## config.mk

```make
export PLATFORM = sky130hd
export DESIGN_NAME = gscc_div
export DESIGN_NICKNAME = d
export VERILOG_FILES = /design/src/grid_square_coverage_counter_defines.svh /design/src/gscc_pkg.sv /design/src/gscc_div.sv
export SDC_FILE = /design/constraint.sdc
export NUM_CORES = 1
export LEC_CHECK = 0
export BUFFER_PORTS_ARGS = -buffer_cell sky130_fd_sc_hd__buf_2
export CAP_MARGIN = 0
export CORE_MARGIN = 3
export CORE_UTILIZATION = 35
export CTS_BUF_LIST = sky130_fd_sc_hd__clkbuf_4 sky130_fd_sc_hd__clkbuf_8
export DETAILED_ROUTE_END_ITERATION = 6
export SYNTH_ARGS = -nofsm -noshare
export SYNTH_HDL_FRONTEND = slang
export SYNTH_SLANG_ARGS = --single-unit
```

## constraint.sdc

```tcl
create_clock -name clk_i -period 2.6 [get_ports clk_i]
set_input_delay 0.52 -clock clk_i [delete_from_list [all_inputs] [get_ports clk_i]]
set_output_delay 0.52 -clock clk_i [all_outputs]
set_load 0.005 [all_outputs]
```

## src/grid_square_coverage_counter_defines.svh

```systemverilog
// Assertion macros for the grid square coverage counter.
`ifndef GRID_SQUARE_COVERAGE_COUNTER_DEFINES_SVH
`define GRID_SQUARE_COVERAGE_COUNTER_DEFINES_SVH
// Assert that an antecedent implies a consequent in the next cycle.
`define GSC_ASSERT_NEXT(lbl, clk, rst_n, ante, cons) \
  lbl: assert property (@(posedge clk) disable iff (!rst_n) (ante) |=> (cons)) \
    else $error("assertion failed");
// Assert that a condition holds at every clock edge out of reset.
`define GSC_ASSERT_ALWAYS(lbl, clk, rst_n, cond) \
  lbl: assert property (@(posedge clk) disable iff (!rst_n) (cond)) \
    else $error("assertion failed");
`endif

```

## src/gscc_pkg.sv

```systemverilog
// Package with shared types and constants of the grid square coverage counter.
`timescale 1ns / 1ps
package gscc_pkg;
  localparam int unsigned MaxGrid   = 256;
  localparam int unsigned FifoDepth = 64;
  localparam int unsigned FullQ8    = 25600;

  localparam logic [1:0] OpClear  = 2'd0;
  localparam logic [1:0] OpMark   = 2'd1;
  localparam logic [1:0] OpPacket = 2'd2;
  localparam logic [1:0] OpFinish = 2'd3;

  // Register indexes on the configuration port.
  localparam logic [1:0] RegGrid   = 2'd0;
  localparam logic [1:0] RegRadius = 2'd1;
  localparam logic [1:0] RegLimit  = 2'd2;

  localparam logic [8:0] GridReset   = 9'd100;
  localparam logic [7:0] RadiusReset = 8'd15;
  localparam logic [6:0] LimitReset  = 7'd64;

  typedef struct packed {
    logic [1:0] opcode;
    logic [8:0] x_pos;
    logic [8:0] y_pos;
  } cmd_t;

  typedef struct packed {
    logic [16:0] global_cells;
    logic [16:0] buffered_cells;
    logic [14:0] global_percent;
    logic [14:0] buffered_percent;
    logic [14:0] relative_percent;
    logic        relative_valid;
  } res_t;

  // Quotient request to the shared divider.
  typedef struct packed {
    logic        start;
    logic [31:0] num;
    logic [16:0] den;
  } div_req_t;

  typedef struct packed {
    logic        done;
    logic [31:0] quo;
  } div_rsp_t;
endpackage

```

## src/gscc_div.sv

```systemverilog
// Shared restoring divider, one quotient bit per cycle.
`timescale 1ns / 1ps
module gscc_div (
  input  logic              clk_i,
  input  logic              rst_ni,
  input  gscc_pkg::div_req_t req_i,
  output gscc_pkg::div_rsp_t rsp_o
);
  import gscc_pkg::*;
  logic [31:0] quo_q, quo_d;
  logic [17:0] rem_q, rem_d;
  logic [16:0] den_q, den_d;
  logic [5:0]  cnt_q, cnt_d;
  logic        busy_q, busy_d, done_q, done_d;
  logic [17:0] trial;

  always_comb begin
    quo_d = quo_q; rem_d = rem_q; den_d = den_q; cnt_d = cnt_q;
    busy_d = busy_q; done_d = 1'b0;
    trial = {rem_q[16:0], quo_q[31]};
    if (req_i.start) begin
      quo_d = req_i.num; rem_d = '0; den_d = req_i.den;
      cnt_d = 6'd0; busy_d = 1'b1;
    end else if (busy_q) begin
      if (trial >= {1'b0, den_q}) begin
        rem_d = trial - {1'b0, den_q};
        quo_d = {quo_q[30:0], 1'b1};
      end else begin
        rem_d = trial;
        quo_d = {quo_q[30:0], 1'b0};
      end
      cnt_d = cnt_q + 6'd1;
      if (cnt_q == 6'd31) begin
        busy_d = 1'b0; done_d = 1'b1;
      end
    end
  end

  always_ff @(posedge clk_i or negedge rst_ni) begin
    if (!rst_ni) begin
      busy_q <= 1'b0; done_q <= 1'b0; cnt_q <= '0;
    end else begin
      busy_q <= busy_d; done_q <= done_d; cnt_q <= cnt_d;
    end
  end
  always_ff @(posedge clk_i) begin
    quo_q <= quo_d; rem_q <= rem_d; den_q <= den_d;
  end
  assign rsp_o.done = done_q;
  assign rsp_o.quo  = quo_q;
endmodule

```

# --- Word-level counts from Yosys, hierarchy flattened ---
# Cells that the tools add are included.
word_totals:
  in_bits: 52
  regBits: 74
  out_inout_bits: 33
  wordCells: 23
classes:
  eq_ne: 1
  n_addsub: 2
  n_reduce_logical: 1
  order_cmp: 1
  muxes: 12
op_table:
  columns: ["op", "n"]
  rows:
  - ["$mux W32", 2]
  - ["$ge A18 B17 Y1", 1]
  - ["$mux W17", 1]
  - ["$sub A17 B17 Y17", 1]
  - ["$mux W6", 2]
  - ["$mux W1", 7]
  - ["$add A6 B1 Y6 const B", 1]
  - ["$eq A6 B5 Y1 const B", 1]
  - ["$reduce_bool A2 Y1", 1]

# --- Longest topological paths before layout ---
depth:
  ltp_word: 4
  depth_mapped: 11
  mapped_depth_nobuf: 10

# --- Worst setup path before layout ---
# OpenSTA, ideal clock, no wires.
synth_timing:
  path_type: "flip-flop to flip-flop"
  startpoint: "register quo_q[31]"
  endpoint: "register rem_q[10]"
  setup_slack_ns: -0.009
  path_stages_with_launch: 12
  t_arrival_ns: 2.469
  setup_time_ns: 0.140
  synth_period_minus_slack_ns: 2.609
  required_ns: 2.460
  path_buffers: 1
  cell_sequence: "edfxtp_1 inv_1 ha_1 inv_1 fa_1 a21o_1 a221o_1 a22o_1 a21oi_4 buf_6 mux2i_1 a211oi_1"
synth_via:
  elab_chain_cells: 2
  elab_cells_between_ends: 3
  cone_classes: "1 x add/sub; 1 x order compare; 1 x mux"
synth_lines:
  columns: ["item", "line", "source"]
  rows:
  - ["from (decl)", "gscc_div.sv:10", "logic [31:0] quo_q, quo_d;"]
  - ["from (signal assigned)", "gscc_div.sv:47", "quo_q <= quo_d; rem_q <= rem_d; den_q <= den_d;"]
  - ["$sub A17 B17 Y17 or $ge A18 B17 Y1 (tied branches)", "gscc_div.sv:26, gscc_div.sv:25", null]
  - ["$mux W17 (*)", "gscc_div.sv:25", "if (trial >= {1'b0, den_q}) begin"]
  - ["to (signal assigned)", "gscc_div.sv:47", null]
  - ["to (decl)", "gscc_div.sv:11", "logic [17:0] rem_q, rem_d;"]
# Every way passes the cells marked *; elsewhere a longest branch is shown, timed or not.
# A chain may end at the register's enable or synchronous reset.

# --- Worst setup path after layout ---
layout_timing:
  startpoint: "register quo_q[31]"
  endpoint: "register rem_q[8]"
# Same word-level chain as after synthesis.

==> summary.md <==
| Metric | Value |
|---|---|
| Finished Layout Cells | `575` |
| Worst hold margin | `320.8 ps` |
| Routed wire length | `9.231 mm` |
| Min Tclk post-route | `2647 ps` |
| Worst Hold Class | `in -> reg` |
| Initial Util | `36.93%` |
| Family with the most delay on the worst path | `compound AO/OA/AOI/OAI gates` |
| Commonest non-fill, non-tap cell in the layout | `buf_2` |
| Post-DP Area | `4544 µm²` |
| Row count | `37` |
| Startpoint Class | `flop` |
| Clock transition at path regs | `90 ps` |
| CP endpoint | `rem_q[8]$_SDFFE_PP0P_` |
| Worst path required time | `2840 ps` |
| Critical Path End Type | `flop` |
| Slowest-stage cell, CP | `edfxtp_1` |
| Die area | `12440 µm²` |
| Post-synthesis net count | `405` |
| TritonRoute pass-1 iters | `7` |
| RSZ-0062 raised after global routing | `true` |
| Max-slew violation count | `0` |
| Final Cell Area | `around 5000 µm²` |
| Max Freq | `377.8 MHz` |
| Biggest cell delay along the critical path | `380 ps` |
| Critical path depth | `12` |
| Worst-Skew Late Latency | `between 300 and 400 ps` |
| # setup viols final | `4` |
| Clock Power Share | `32.9%` |
| Fraction of layout cells with a size suffix above 1 | `37.59%` |
| Vias in the first global route | `3098` |
| P&R area growth vs syn | `25.17%` |
| Setup ws final | `-46.94 ps` |
| Count of buffers from port buffering | `84` |
| Ys Warns | `0` |
| Worst-case clock buffer depth | `2` |
| Critical Path Start | `quo_q[31]$_DFFE_PP_` |
| Root Buffer | `clkbuf_8` |
| Initial antenna violation count | `0` |
| Layout net count | `505` |
| Largest family of logic cells by synthesized area | `compound AO/OA/AOI/OAI gates` |
| Commonest non-fill, non-tap cells in the layout | `84 x buf_2, 49 x edfxtp_1, 31 x mux2_2, 23 x nor2_1, 20 x inv_1` |
| Post-Synth XOR/XNOR Area | `3.371%` |
| Largest net degree at the start of global routing | `33` |
| Final core occ | `46.22%` |
| Post-Syn Area | `slightly below 4000 µm²` |
| Seq cells post-synth | `74` |
| Vias per cell | `5.118` |
| Failing checks | `setup timing` |
| Fin crit share | `101.8%` |
| Synthesized area per cell | `11.67 µm²` |
| Reg power frac | `48.8%` |
| Pwr/cell area | `592.7 nW/µm²` |
| Switch share | `between 20% and 30%` |
| Total GRT Usage | `15.14%` |
| Yosys cell types | `55` |
| FF-to-FF path depth | `12` |
| Worst rel slew slack | `68.88%` |
| DRC | `0` |
| Total congestion overflow | `0` |
| Worst Skew | `between 10 and 15 ps` |
| Seq/Total Area, Yosys | `between 50% and 60%` |
| GPL Wtd Cong | `between 0.8 and 0.9` |
| R2r endpoint | `rem_q[8]$_SDFFE_PP0P_` |
| Crit Path Max Fanout | `7` |
| EDFF count, synth | `49` |
| H-tree depth | `3` |
| Vias post-DR | `2943` |
| Core box area | `10560 µm²` |
| Hold Vio Cnt, Final | `0` |
| Placed insts | `~550` |
| P_leak | `2.148 nW` |
| 1st-iter DRT viols | `between 100 and 150` |
| Max-cap viol count | `0` |
| ANT cells | `0` |
| FFs w/ async S/R, synth | `10.81%` |
| Worst r2r src | `quo_q[31]$_DFFE_PP_` |
| Mux contribution to synthesized area | `11.27%` |
| Synth Area in Adders | `6.292%` |
| Status | `finished, violations left` |
| Post-synthesis compound-gate area fraction | `between 10% and 20%` |
| Top_reg_cell synth | `edfxtp_1` |
| Buf/Inv on CP | `4` |
| Drt wl/cell | `16.05 µm` |
| First-pass GRT wire length | `between 15 and 20 mm` |
| Most used cell, CP | `buf_6` |
| Crit path cell chain | `inv_1, ha_2, inv_2, fa_2, a21o_1, a221o_1, a22o_1, a21oi_4, buf_6, buf_6, and3b_1, nor4_2` |
| Total CTS buffers | `9` |
| Tightest Pin Transition | `455.1 ps` |
| Ports | `85` |
| Crit path kind | `reg -> reg` |
| Post-DP HPWL | `about 6.7 mm` |
| Total power | `0.002891 W` |
| Sink Count | `74` |
| Die width | `111.5 µm` |
| Reg-to-reg setup timing slack | `-50 ps` |
| Mapped Cells | `334` |
| Combinational share of power | `18.3%` |
| Final ANT Viol Nets | `0` |
| VDD IR max | `539.5 µV` |
| Pint | `0.002111 W` |
| Simple-gate portion of the synthesized area | `9.759%` |
| CTS tree | `done` |
| Worst EP arrival | `around 2900 ps` |
| P_sw | `0.0007800 W` |
| Die Y | `111.5 µm` |
==> registers in the layout (all words and copies together) (netlist names) <==
name / cells
rem_q: 17
den_q: 17
quo_q: 32
done_q: 1
busy_q: 1
cnt_q: 6
==> logic make-up (layout without fill, tap and decap cells) <==
| logic type | Yosys count | count (layout) |
|---|---|---|
| fa+ha+maj | 19 | 19 |
| xor+xnor | 15 | 15 |
| mux | 40 | 40 |
| simple gates | 75 | 75 |
| compound gates | 74 | 74 |
| flops | 74 | 74 |
| buf+inv | 37 | 142 |
==> cell usage after synthesis (4+ instances only) <==
cell,instances,area share [%]
nand3_1,7,0.90
xnor2_1,7,1.6
nand4_1,4,0.64
clkbuf_1,9,0.87
edfxtp_1,49,38
nand2_1,14,1.3
nor4_1,4,0.64
o211ai_1,5,0.96
a32oi_1,7,1.6
o21a_1,6,1.2
xor2_1,8,1.8
inv_1,21,2.0
dfrtp_1,8,5.1
mux2_2,31,9.0
ha_1,18,5.8
a21oi_1,8,1.0
nor2_1,23,2.2
o21ai_0,17,2.2
mux2i_1,9,2.3
a21o_1,4,0.77
a211oi_1,6,1.2
nor3_1,4,0.51
dfxtp_1,17,8.7
nor2b_1,5,0.80
==> how the worst min path moves through the flow <==
stage	from	to	slack, ps	cells after the start
after global placement	rst_ni	cnt_q[3]$_DFFE_PN0P_	370	1
after detailed placement	rst_ni	cnt_q[2]$_DFFE_PN0P_	370	1
final	req_i[4]	den_q[4]$_DFFE_PP_	320	1
after floorplan	rst_ni	busy_q$_DFF_PN0_	220	0
after global routing	req_i[4]	den_q[4]$_DFFE_PP_	300	1
after CTS	req_i[4]	den_q[4]$_DFFE_PP_	300	1
==> through the flow <==
| step | setup WS [ps] | TNS, ps |
|---|---|---|
| floorplan | 16.19 | 0 |
| global placement | 66.65 | 0 |
| detailed placement | -40.14 | -54.45 |
| CTS | 21.24 | 0 |
| global route | -135.2 | -1591 |
| finish | -46.94 | -80.52 |
==> worst register-to-register path: cells and delay by family (launching register included) <==
| family | cells | cell delay [ps] |
|---|---|---|
| AND/OR/NAND/NOR | 2 | 230 |
| AO/OA/AOI/OAI | 4 | 1000 |
| adder cells (fa/ha/maj) | 2 | 550 |
| buffers and inverters | 4 | 370 |
| flip-flops | 1 | 380 |
==> what timing repair did <==
| action | CTS | global route |
|---|---|---|
| hold buffers | 1 | 0 |
| endpoints found under the setup margin | 5 | 17 |
| resized for setup | 1 | 21 |
| gates cloned | 0 | 1 |
| setup buffers | 0 | 3 |
| hold endpoints to repair | 8 | 0 |
| pin swaps | 2 | 13 |
==> power groups by stage <==
| stage | combinational, W | sequential (W) | clock [W] |
|---|---|---|---|
| 2_1_floorplan | 0.000307 | 0.00143 | 0 |
| 3_3_place_gp | 0.000493 | 0.00144 | 0 |
| 4_1_cts | 0.000503 | 0.00141 | 0.000980 |
| 5_1_grt | 0.000587 | 0.00143 | 0.00103 |
| 6_report | 0.000530 | 0.00141 | 0.000951 |
| 3_5_place_dp | 0.000497 | 0.00144 | 0 |
==> area by class of cell <==
type,count,area (µm²)
Clock buffer,11,145.1
Clock inverter,5,61.31
Fill cell,983,5677
Inverter,21,78.83
Multi-Input combinational cell,223,1789
Sequential cell,74,2012
Tap cell,136,170.2
Timing Repair Buffer,105,621.8
==> metal layers <==
metal / vias to the layer above / global-route usage (%) / share of wire, %
met2: 89 / 23.52 / 46
met3: 8 / 6.413 / 6.9
met5: - / 0 / 0
met4: 0 / 3.893 / 1.1
met1: 1390 / 19.59 / 46
li1: 1456 / - / -
(Power assumes the default switching activity.)
